`src/hw/rtl/nrdiv_pkg.sv`:
```
// ---------------------------------------------------------------------------
// Non-restoring divider package
// Shared width constant and the per-stage payload carried down the pipeline.
// ---------------------------------------------------------------------------
`default_nettype none

package nrdiv_pkg;

   localparam int unsigned WIDTH = 32;

   // rem: signed partial remainder, one bit wider than the operands
   // dq:  dividend bits still to shift in (high end), quotient bits (low end)
   typedef struct packed {
      logic [WIDTH:0]   rem;
      logic [WIDTH-1:0] dq;
      logic [WIDTH-1:0] divisor;
      logic             dbz;
   } stage_type;

endpackage

`default_nettype wire

```
`src/hw/rtl/nrdiv_stage.sv`:
```
// ---------------------------------------------------------------------------
// Non-restoring divider stage
// One shift and add/subtract step of the division, registered, with its
// own valid bit and a ready that lets bubbles collapse.
// ---------------------------------------------------------------------------
`default_nettype none

module nrdiv_stage (
   input  wire                 clock,
   input  wire                 reset,
   input  wire                 in_valid,
   output logic                in_ready,
   input  nrdiv_pkg::stage_type in_data,
   output logic                out_valid,
   input  wire                 out_ready,
   output nrdiv_pkg::stage_type out_data
);

   logic                 valid_ff;
   logic                 valid_in;
   nrdiv_pkg::stage_type data_ff;
   nrdiv_pkg::stage_type data_in;

   logic [nrdiv_pkg::WIDTH:0] shifted;
   logic [nrdiv_pkg::WIDTH:0] divisor_ext;
   logic [nrdiv_pkg::WIDTH:0] next_rem;

   assign in_ready  = !valid_ff || out_ready;
   assign out_valid = valid_ff;
   assign out_data  = data_ff;

   always_comb begin
      shifted     = {in_data.rem[nrdiv_pkg::WIDTH-1:0], in_data.dq[nrdiv_pkg::WIDTH-1]};
      divisor_ext = {1'b0, in_data.divisor};
      // subtract on a non-negative remainder, add back on a negative one
      if (in_data.rem[nrdiv_pkg::WIDTH]) begin
         next_rem = shifted + divisor_ext;
      end else begin
         next_rem = shifted - divisor_ext;
      end
      data_in         = in_data;
      data_in.rem     = next_rem;
      data_in.dq      = {in_data.dq[nrdiv_pkg::WIDTH-2:0], ~next_rem[nrdiv_pkg::WIDTH]};
      valid_in        = in_valid || (valid_ff && !out_ready);
   end

   always_ff @(posedge clock) begin
      if (reset) begin
         valid_ff <= 1'b0;
      end else if (in_ready) begin
         valid_ff <= valid_in;
      end
   end

   always_ff @(posedge clock) begin
      if (in_ready && in_valid) begin
         data_ff <= data_in;
      end
   end

endmodule

`default_nettype wire

```
`config.mk`:
```
export PLATFORM = sky130hd
export DESIGN_NAME = nrdiv_stage
export DESIGN_NICKNAME = d
export VERILOG_FILES = /design/src/hw/rtl/nrdiv_pkg.sv /design/src/hw/rtl/nrdiv_stage.sv
export SDC_FILE = /design/constraint.sdc
export NUM_CORES = 1
export LEC_CHECK = 0
export BUFFER_PORTS_ARGS = -buffer_cell sky130_fd_sc_hd__buf_2
export CAP_MARGIN = 20
export CELL_PAD_IN_SITES_DETAIL_PLACEMENT = 0
export CELL_PAD_IN_SITES_GLOBAL_PLACEMENT = 1
export CORE_ASPECT_RATIO = 1.25
export CORE_MARGIN = 10
export CORE_UTILIZATION = 35
export CTS_BUF_LIST = sky130_fd_sc_hd__clkbuf_2
export DETAILED_ROUTE_END_ITERATION = 8
export PLACE_DENSITY_LB_ADDON = 0.1
export SLEW_MARGIN = 20
export SYNTH_ARGS = -nofsm -noshare
export SYNTH_HDL_FRONTEND = slang
export SYNTH_SLANG_ARGS = --single-unit
```
`constraint.sdc`:
```
create_clock -name clock -period 5 [get_ports clock]
set_input_delay 1 -clock clock [delete_from_list [all_inputs] [get_ports clock]]
set_output_delay 1 -clock clock [all_outputs]
set_load 0.02 [all_outputs]
```
## Yosys cells after proc, flatten, opt, wreduce, memory -nomap -nowiden

Cells that the tools add are included.

- Flip-flop bits (word level): 99
- Bits of input ports: 102
- Output and inout bits: 100
- Logic and storage cells: 15

- Add/sub/neg operators: 2
- Muxes and demuxes: 1
- Bitwise gates (word level): 1
- Reduce and logical (&&, ||, !) cells: 6

Operator list:

| kind | number |
|---|---|
| adder 33 x 32 -> 33 bit | 1 |
| two-way mux 33 bit | 1 |
| subtractor 33 x 32 -> 33 bit | 1 |
| logical AND 1 bit | 2 |
| zero test 1 bit | 2 |
| logical OR 1 bit | 2 |
| inverter 1 bit | 1 |

## Longest topological paths before layout

Gate-level depths: netlist of run 1.

- Depth after elaboration: 3
- Depth in mapped cells: 16
- Mapped depth without buffers: 16

## Least setup slack after synthesis of run 1

OpenSTA, ideal clock, no wires.

- Kind: input-to-reg
- From: input port in_data[17] in the netlist's numbering
- To: register data_ff, in the netlist out_data[33] (data pin)
- Library setup time: 0.268 ns
- Arrival: 4.636 ns
- Data required time: 4.732 ns
- Slack: 0.096 ns
- Stages: 14
- Path buffers: 0
- Cells stage by stage: or4_4 > or4_4 > or4_4 > nor3_2 > nor2_1 > xnor2_1 > ha_1 > nand2_1 > nor2_1 > nand3_1 > nor4_1 > a2111oi_0 > or3_1 > xor2_1

RTL lines:

| item | line | source |
|---|---|---|
| start, declared | nrdiv_stage.sv:13 | `input nrdiv_pkg::stage_type in_data,` |
| end signal, assigned | nrdiv_stage.sv:57 | `data_ff <= data_in;` |
| end, declared | nrdiv_stage.sv:21 | `nrdiv_pkg::stage_type data_ff;` |

==> qor.txt, run 1 <==
==================================================================================
Run status .......................................................... finished clean
Number of routed nets with antenna violations .......................            0
Effective utilization at floorplan ..................................        35.6%
Yosys Warn Count ....................................................            0
Maximum clock path buffer count .....................................            2
Setup repair after global routing missed its margin .................           no
Commonest non-fill, non-tap cell in the layout ......................        buf_2
Placeable core area .................................................  15000 sq um
Clock transition at the registers of the reported paths .............      0.28 ns
Fin Clk Skew ........................................................    0.0169 ns
Skew-Pair Late Insertion Delay ......................................      0.62 ns
DRC marker count from the first detailed-route iteration ............          169
Post-layout utilization of the core .................................        47.1%
Async SR Flop Fraction ..............................................           0%
Horizontal extent of the die ........................................       130 um
PostCTS Resize Cnt ..................................................            0
Leakage dissipation .................................................      3.07 nW
Final cell area excluding filler cells ..............................   7040 sq um
Non-filler instance count after layout ..............................          890
Maximum clock frequency .............................................      224 MHz
Number of levels in the clock H-tree ................................            3
Synth Net Count .....................................................          581
Share of final-layout standard cells stronger than drive strength 1 .        39.7%
Total number of placement rows ......................................           50
Routed len/inst .....................................................      18.9 um
Clock root buffer ...................................................     clkbuf_2
Critical path launch point type .....................................    input pin
Number of distinct library cells after synthesis ....................           49
Placed insts ........................................................          873
DR vias .............................................................         4455
Sequential-to-total area share from yosys stat ......................        55.6%
Number of vias per cell .............................................         5.01
Synth Area per Inst .................................................   12.0 sq um
WS Path Type ........................................................ input pin to register
CTS tree ............................................................        built
Post-CTS setup buffer count .........................................            0
Number of antenna violations at the first check in global routing ...            2
Total CTS buffers ...................................................            9
Count of mapped cells out of synthesis ..............................          444
Fin nets ............................................................          839
Length of the first detailed-routing pass in iterations .............            4
Instance area at placement ..........................................   6940 sq um
Data arrival time of the critical path ..............................      4.88 ns
Measured slew at the worst slew-check pin ...........................     0.584 ns
DRC violation count after routing ...................................            0
TritonCTS sink count ................................................           99
Data required time at the worst endpoint ............................      5.41 ns
Hold Worst Slack ....................................................     0.471 ns
Number of register bits inferred by synthesis .......................           99
Cts hold-fix bufs ...................................................            0
Post-route clock period utilization .................................        89.4%
Sum of net half-perimeters after detailed placement .................     14000 um
Leading cell types in the layout, fill and taps excluded ............ buf_2 (201), edfxtp_1 (98), buf_4 (53), a21oi_1 (46), nor2_1 (39)
IO Port Bufs ........................................................          201
Final weighted congestion in routability-driven placement ...........        0.931
Power per cell area .................................................  305 nW/um^2
Min-delay worst type ................................................ input pin to register
Number of pins with negative max-slew slack in the final report .....            0
Maximum number of pins on one net before global-route repair ........           47
Vias in the first global route ......................................         4714
First-pass GRT wire length ..........................................     25500 um
Flip-flop cell with the highest count after synthesis ...............     edfxtp_1
Final hold violation count ..........................................            0
Die outline area ....................................................  20600 sq um
# IOs ...............................................................          202
Final setup violation count .........................................            0
Height of the chip ..................................................       158 um
Tmin final ..........................................................      4.47 ns
Global route total overflow .........................................            0
Netlist Area Pre-Place ..............................................   5330 sq um
Number of enable flip-flop cells after synthesis ....................           98
Post-synthesis to final-layout area growth ..........................        32.2%
Crit Path Max Fanout ................................................            3
Filler cell count ...................................................         1453
GR Util All Layers ..................................................        16.4%
Element type at the critical path end ...............................     register
Maximum ir drop on the vdd rail .....................................       145 uV
Headroom to the max-slew limit ......................................        61.1%
Number of maximum-capacitance constraint violations .................            0
WL final ............................................................     16900 um
==================================================================================
critical path: stages:
cell and delay, ns:
buf_2 0.10, or4_1 0.57, nor3b_1 0.30, inv_1 0.11
or4_4 0.55, nor3_2 0.21, nor2_1 0.07, xnor2_1 0.14
ha_1 0.29, nand2_1 0.08, nor2_1 0.14, nand3_1 0.11
nor4_1 0.40, a2111oi_0 0.19, or3_1 0.44, xor2_1 0.18
cells in the mapped netlist (all sizes together) (2+ instances only):
library cell,number,area (sq um)
edfxtp,98,2940
a21oi,46,230
nor2,39,146
xor2,35,307
ha,34,425
xnor2,27,236
nand2,25,93.8
inv,15,56.3
o21ai,13,65.1
a21o,11,82.6
nand3,11,55.1
a31oi,9,56.3
nor3,9,50.1
o211ai,7,52.6
clkbuf,6,22.5
or4,5,48.8
nand4,4,25.0
nor3b,4,35.0
nor4,4,40.0
o31ai,4,30.0
a2111oi,3,26.3
a211oi,3,22.5
o21a,3,22.5
o21bai,3,22.5
or3,3,18.8
a21boi,2,15.0
and3,2,12.5
nor2b,2,12.5
o41ai,2,25.0
layer usage:
metal | track usage [%] | wire (um) | share of wire (%) | vias up
li1 | - | - | - | 2193
met1 | 17.3 | 6520 | 39 | 2112
met2 | 29.8 | 8960 | 53 | 123
met3 | 4.62 | 976 | 5.8 | 25
met4 | 6.42 | 397 | 2.4 | 2
met5 | 0 | 7 | 0.042 | -
cells by family after synthesis:
group / after synthesis / synth area share (%)
AOI/OAI and AO/OA: 114 / 13.6
and+or+nand+nor: 111 / 10.5
DFF: 99 / 55.6
xor gates and xnor gates: 62 / 10.2
adders and majority gates: 35 / 8.36
buffers and inverters: 22 / 1.55
muxes: 1 / 0.211
through the flow:
step	power, mW	TNS, ns	worst slack (ns)
final	2.15	0	0.528
after global routing	2.28	0	0.373
after CTS	2.19	0	0.618
after floorplan	1.51	0	0.0956
after global placement	1.79	-0.0633	-0.0503
after detailed placement	1.79	-0.171	-0.109
path summary, 6_finish.rpt:
| check | start | slack [ns] | cells after the start | endpoint |
|---|---|---|---|---|
| max reg2reg | out_valid$_SDFFE_PP0N_ | 3.22 | 3 | out_data[79]$_DFFE_PP_ |
| min | reset | 0.47 | 2 | out_valid$_SDFFE_PP0N_ |
| min reg2reg | out_valid$_SDFFE_PP0N_ | 0.54 | 2 | out_valid$_SDFFE_PP0N_ |
| max | in_data[4] | 0.53 | 16 | out_data[33]$_DFFE_PP_ |
state kept, by name, indices dropped and copies added, names as in the netlist:
register and flops:
out_data 98, out_valid 1
area by class of cell:
type	instances	area [sq um]	share of cell area [%]
inverter	15	56.3	0.799
sequential	99	2960	42.1
timing repair buffer	254	1400	19.9
multi-input combinational	323	2280	32.4
tap	182	228	3.23
antenna	1	2.50	0.0355
clock buffer	10	50.0	0.711
clock inverter	6	55.1	0.782
where the power goes:
part           internal [mW]  leakage (nW)  switching, mW
Clock                 0.0800        0.0694          0.301
Combinational          0.289          2.04          0.437
Sequential              1.03         0.956         0.0175
Total                   1.40          3.07          0.755
Power figures use the tool's default switching activity.
==> run 2: changes to the inputs <==
- CORE_UTILIZATION: 35 -> 32
==> run 2 against run 1 <==
Net effect:
- maximum frequency rose by 1.4%
- worst hold slack worse by 0.010 ns
- routed wire length decreased by 0.40%
- setup slack improved by 0.063 ns
- global-route usage shrank 1.5 points
- sequential share of layout area hardly changed
- sequential cell count unchanged
- first-iteration DRC count increased by 3.0%
- final cell count increased by 3.3%
- non-clock buffer count fell by 7
- clock power up 4%
==> qor.txt, run 2 (same netlist as run 1, synthesis figures left out) <==
==================================================================================
Switching Share .....................................................        35.6%   was 35.1%
Final setup violation count .........................................            0   unchanged
Final weighted congestion in routability-driven placement ...........        0.885   was 0.931
# IOs ...............................................................          202   unchanged
Maximum number of pins on one net before global-route repair ........           80   was 47
Tmin final ..........................................................      4.41 ns   was 4.47 ns
First-pass GRT wire length ..........................................     25200 um   was 25500 um
Number of maximum-capacitance constraint violations .................            0   unchanged
Element type at the critical path end ...............................     register   unchanged
Number of routed nets with antenna violations .......................            0   unchanged
Hold Worst Slack ....................................................     0.461 ns   was 0.471 ns
WS Path Type ........................................................ input pin to register   unchanged
GR Util All Layers ..................................................        14.8%   was 16.4%
Filler cell count ...................................................         1620   was 1453
Effective utilization at floorplan ..................................        32.8%   was 35.6%
Comb power frac .....................................................        33.2%   was 33.7%
Length of the first detailed-routing pass in iterations .............            4   unchanged
Horizontal extent of the die ........................................       135 um   was 130 um
Fin nets ............................................................          832   was 839
Post-synthesis to final-layout area growth ..........................        32.2%   about the same
Switching power summed over all nets ................................     0.767 mW   was 0.755 mW
Number of vias per cell .............................................         4.93   was 5.01
Headroom to the max-slew limit ......................................        32.2%   was 61.1%
Data required time at the worst endpoint ............................      5.41 ns   about the same
Crit Path Max Fanout ................................................            3   unchanged
Die outline area ....................................................  22200 sq um   was 20600 sq um
Number of pins with negative max-slew slack in the final report .....            0   unchanged
Sum of net half-perimeters after detailed placement .................     13800 um   was 14000 um
Clock root buffer ...................................................     clkbuf_2   unchanged
Clock network fraction of total power ...............................        18.3%   was 17.7%
Commonest non-fill, non-tap cell in the layout ......................        buf_2   unchanged
Leakage dissipation .................................................      3.04 nW   was 3.07 nW
Maximum clock frequency .............................................      227 MHz   was 224 MHz
WL final ............................................................     16800 um   was 16900 um
Maximum ir drop on the vdd rail .....................................       121 uV   was 145 uV
Skew-Pair Late Insertion Delay ......................................      0.63 ns   was 0.62 ns
DR vias .............................................................         4531   was 4455
Global route total overflow .........................................            0   unchanged
Minimum setup slack after placement .................................   -0.0786 ns   was -0.109 ns
Multi-input logic area ..............................................   2280 sq um   unchanged
Worst-case register-to-register setup slack .........................      2.97 ns   was 3.22 ns
Clock transition at the registers of the reported paths .............      0.31 ns   was 0.28 ns
Critical path launch point type .....................................    input pin   unchanged
TritonCTS sink count ................................................           99   unchanged
PostCTS Resize Cnt ..................................................            0   unchanged
IO Port Bufs ........................................................          201   unchanged
Placeable core area .................................................  16300 sq um   was 15000 sq um
DRC violation count after routing ...................................            0   unchanged
Worst R2R End ....................................................... out_data[18]$_DFFE_PP_   was out_data[79]$_DFFE_PP_
Setup repair after global routing missed its margin .................           no   unchanged
Measured slew at the worst slew-check pin ...........................      1.02 ns   was 0.584 ns
Total CTS buffers ...................................................            9   unchanged
Worst setup path start ..............................................   in_data[4]   unchanged
Share of final-layout standard cells stronger than drive strength 1 .        39.1%   was 39.7%
Final hold violation count ..........................................            0   unchanged
Proportion of power drawn by flip-flops and latches .................        48.4%   was 48.5%
Data arrival time of the critical path ..............................      4.82 ns   was 4.88 ns
Number of levels in the clock H-tree ................................            3   unchanged
Height of the chip ..................................................       164 um   was 158 um
Setup slack of the critical path after layout .......................     0.591 ns   was 0.528 ns
Power per cell area .................................................  306 nW/um^2   was 305 nW/um^2
Number of flip-flops in the largest register ........................           98   unchanged
Post-route clock period utilization .................................        88.2%   was 89.4%
DRC marker count from the first detailed-route iteration ............          174   was 169
Design internal power ...............................................      1.39 mW   was 1.40 mW
Cts hold-fix bufs ...................................................            0   unchanged
Vias in the first global route ......................................         4656   was 4714
Number of antenna violations at the first check in global routing ...            4   was 2
Reg2Reg Depth .......................................................            3   unchanged
Run status .......................................................... finished clean   unchanged
Leading cell types in the layout, fill and taps excluded ............ buf_2 (201), edfxtp_1 (98), a21oi_1 (46), buf_4 (46), nor2_1 (39)   was buf_2 (201), edfxtp_1 (98), buf_4 (53), a21oi_1 (46), nor2_1 (39)
Post-CTS setup buffer count .........................................            0   unchanged
Crit path capture ................................................... out_data[33]$_DFFE_PP_   unchanged
Total number of placement rows ......................................           52   was 50
Sequential cell area ................................................   2960 sq um   unchanged
Min-delay worst type ................................................ input pin to register   unchanged
Routed len/inst .....................................................      18.3 um   was 18.9 um
Maximum clock path buffer count .....................................            2   unchanged
Fin Clk Skew ........................................................    0.0231 ns   was 0.0169 ns
CTS tree ............................................................        built   unchanged
RR Startpoint ....................................................... out_valid$_SDFFE_PP0N_   unchanged
==================================================================================
run 2: changes by cell type in the layout (fill, tap and decap cells not counted):
cell,previous run,this run
buf_4,53,46
diode_2,1,3
clkbuf_2,10,9
clkinv_2,0,1
clkinv_4,2,1
clkinv_8,0,1
run 2: worst min-delay path by stage:
stage                                   endpoint  slack [ns]                   start  cells past startpoint
after detailed placement  out_valid$_SDFFE_PP0N_        0.52  out_valid$_SDFFE_PP0N_                      2
after floorplan           out_valid$_SDFFE_PP0N_        0.73  out_valid$_SDFFE_PP0N_                      2
after global placement    out_valid$_SDFFE_PP0N_        0.50  out_valid$_SDFFE_PP0N_                      2
after global routing      out_valid$_SDFFE_PP0N_        0.38                   reset                      2
final                     out_valid$_SDFFE_PP0N_        0.46                   reset                      2
after CTS                 out_valid$_SDFFE_PP0N_        0.39                   reset                      2
run 2: power groups by stage:
| stage | combinational (mW) | sequential (mW) | clock, mW |
|---|---|---|---|
| floorplan | 0.331 | 1.18 | 0 |
| global placement | 0.719 | 1.06 | 0 |
| detailed placement | 0.720 | 1.06 | 0 |
| CTS | 0.724 | 1.05 | 0.417 |
| global route | 0.783 | 1.05 | 0.449 |
| finish | 0.716 | 1.04 | 0.395 |
run 2: layer usage:
metal / routed length, um / vias to the layer above / GRT usage, %
met4: 627 / 2 / 8.14
li1: - / 2183 / -
met1: 6350 / 2170 / 15.3
met5: 11 / - / 0
met2: 8830 / 142 / 26.6
met3: 978 / 34 / 3.82
run 2: final cells by class:
type / instances / area share, %
tap: 216 / 3.84
multi-input combinational: 323 / 32.4
clock inverter: 7 / 0.959
clock buffer: 9 / 0.639
timing repair buffer: 247 / 19.2
inverter: 15 / 0.799
antenna: 3 / 0.107
sequential: 99 / 42.1
run 2: critical path, stage by stage:
cell,delay (ns)
buf_2,0.11
or4_1,0.57
nor3b_1,0.22
buf_4,0.14
inv_1,0.05
or4_4,0.54
nor3_2,0.20
nor2_1,0.07
xnor2_1,0.14
ha_1,0.29
nand2_1,0.06
nor2_1,0.14
nand3_1,0.12
nor4_1,0.40
a2111oi_0,0.16
or3_1,0.44
xor2_1,0.17
run 2: stage by stage:
stage	cells	total power, mW	area, sq um	setup TNS [ns]	utilization [%]
2_1_floorplan	444	1.51	5330	0	-
3_3_place_gp	900	1.78	6930	-0.101	42.6
3_5_place_dp	900	1.78	6930	-0.120	42.6
4_1_cts	916	2.19	7040	0	43.3
5_1_grt	918	2.29	7040	0	43.3
6_report	919	2.16	7050	0	43.3
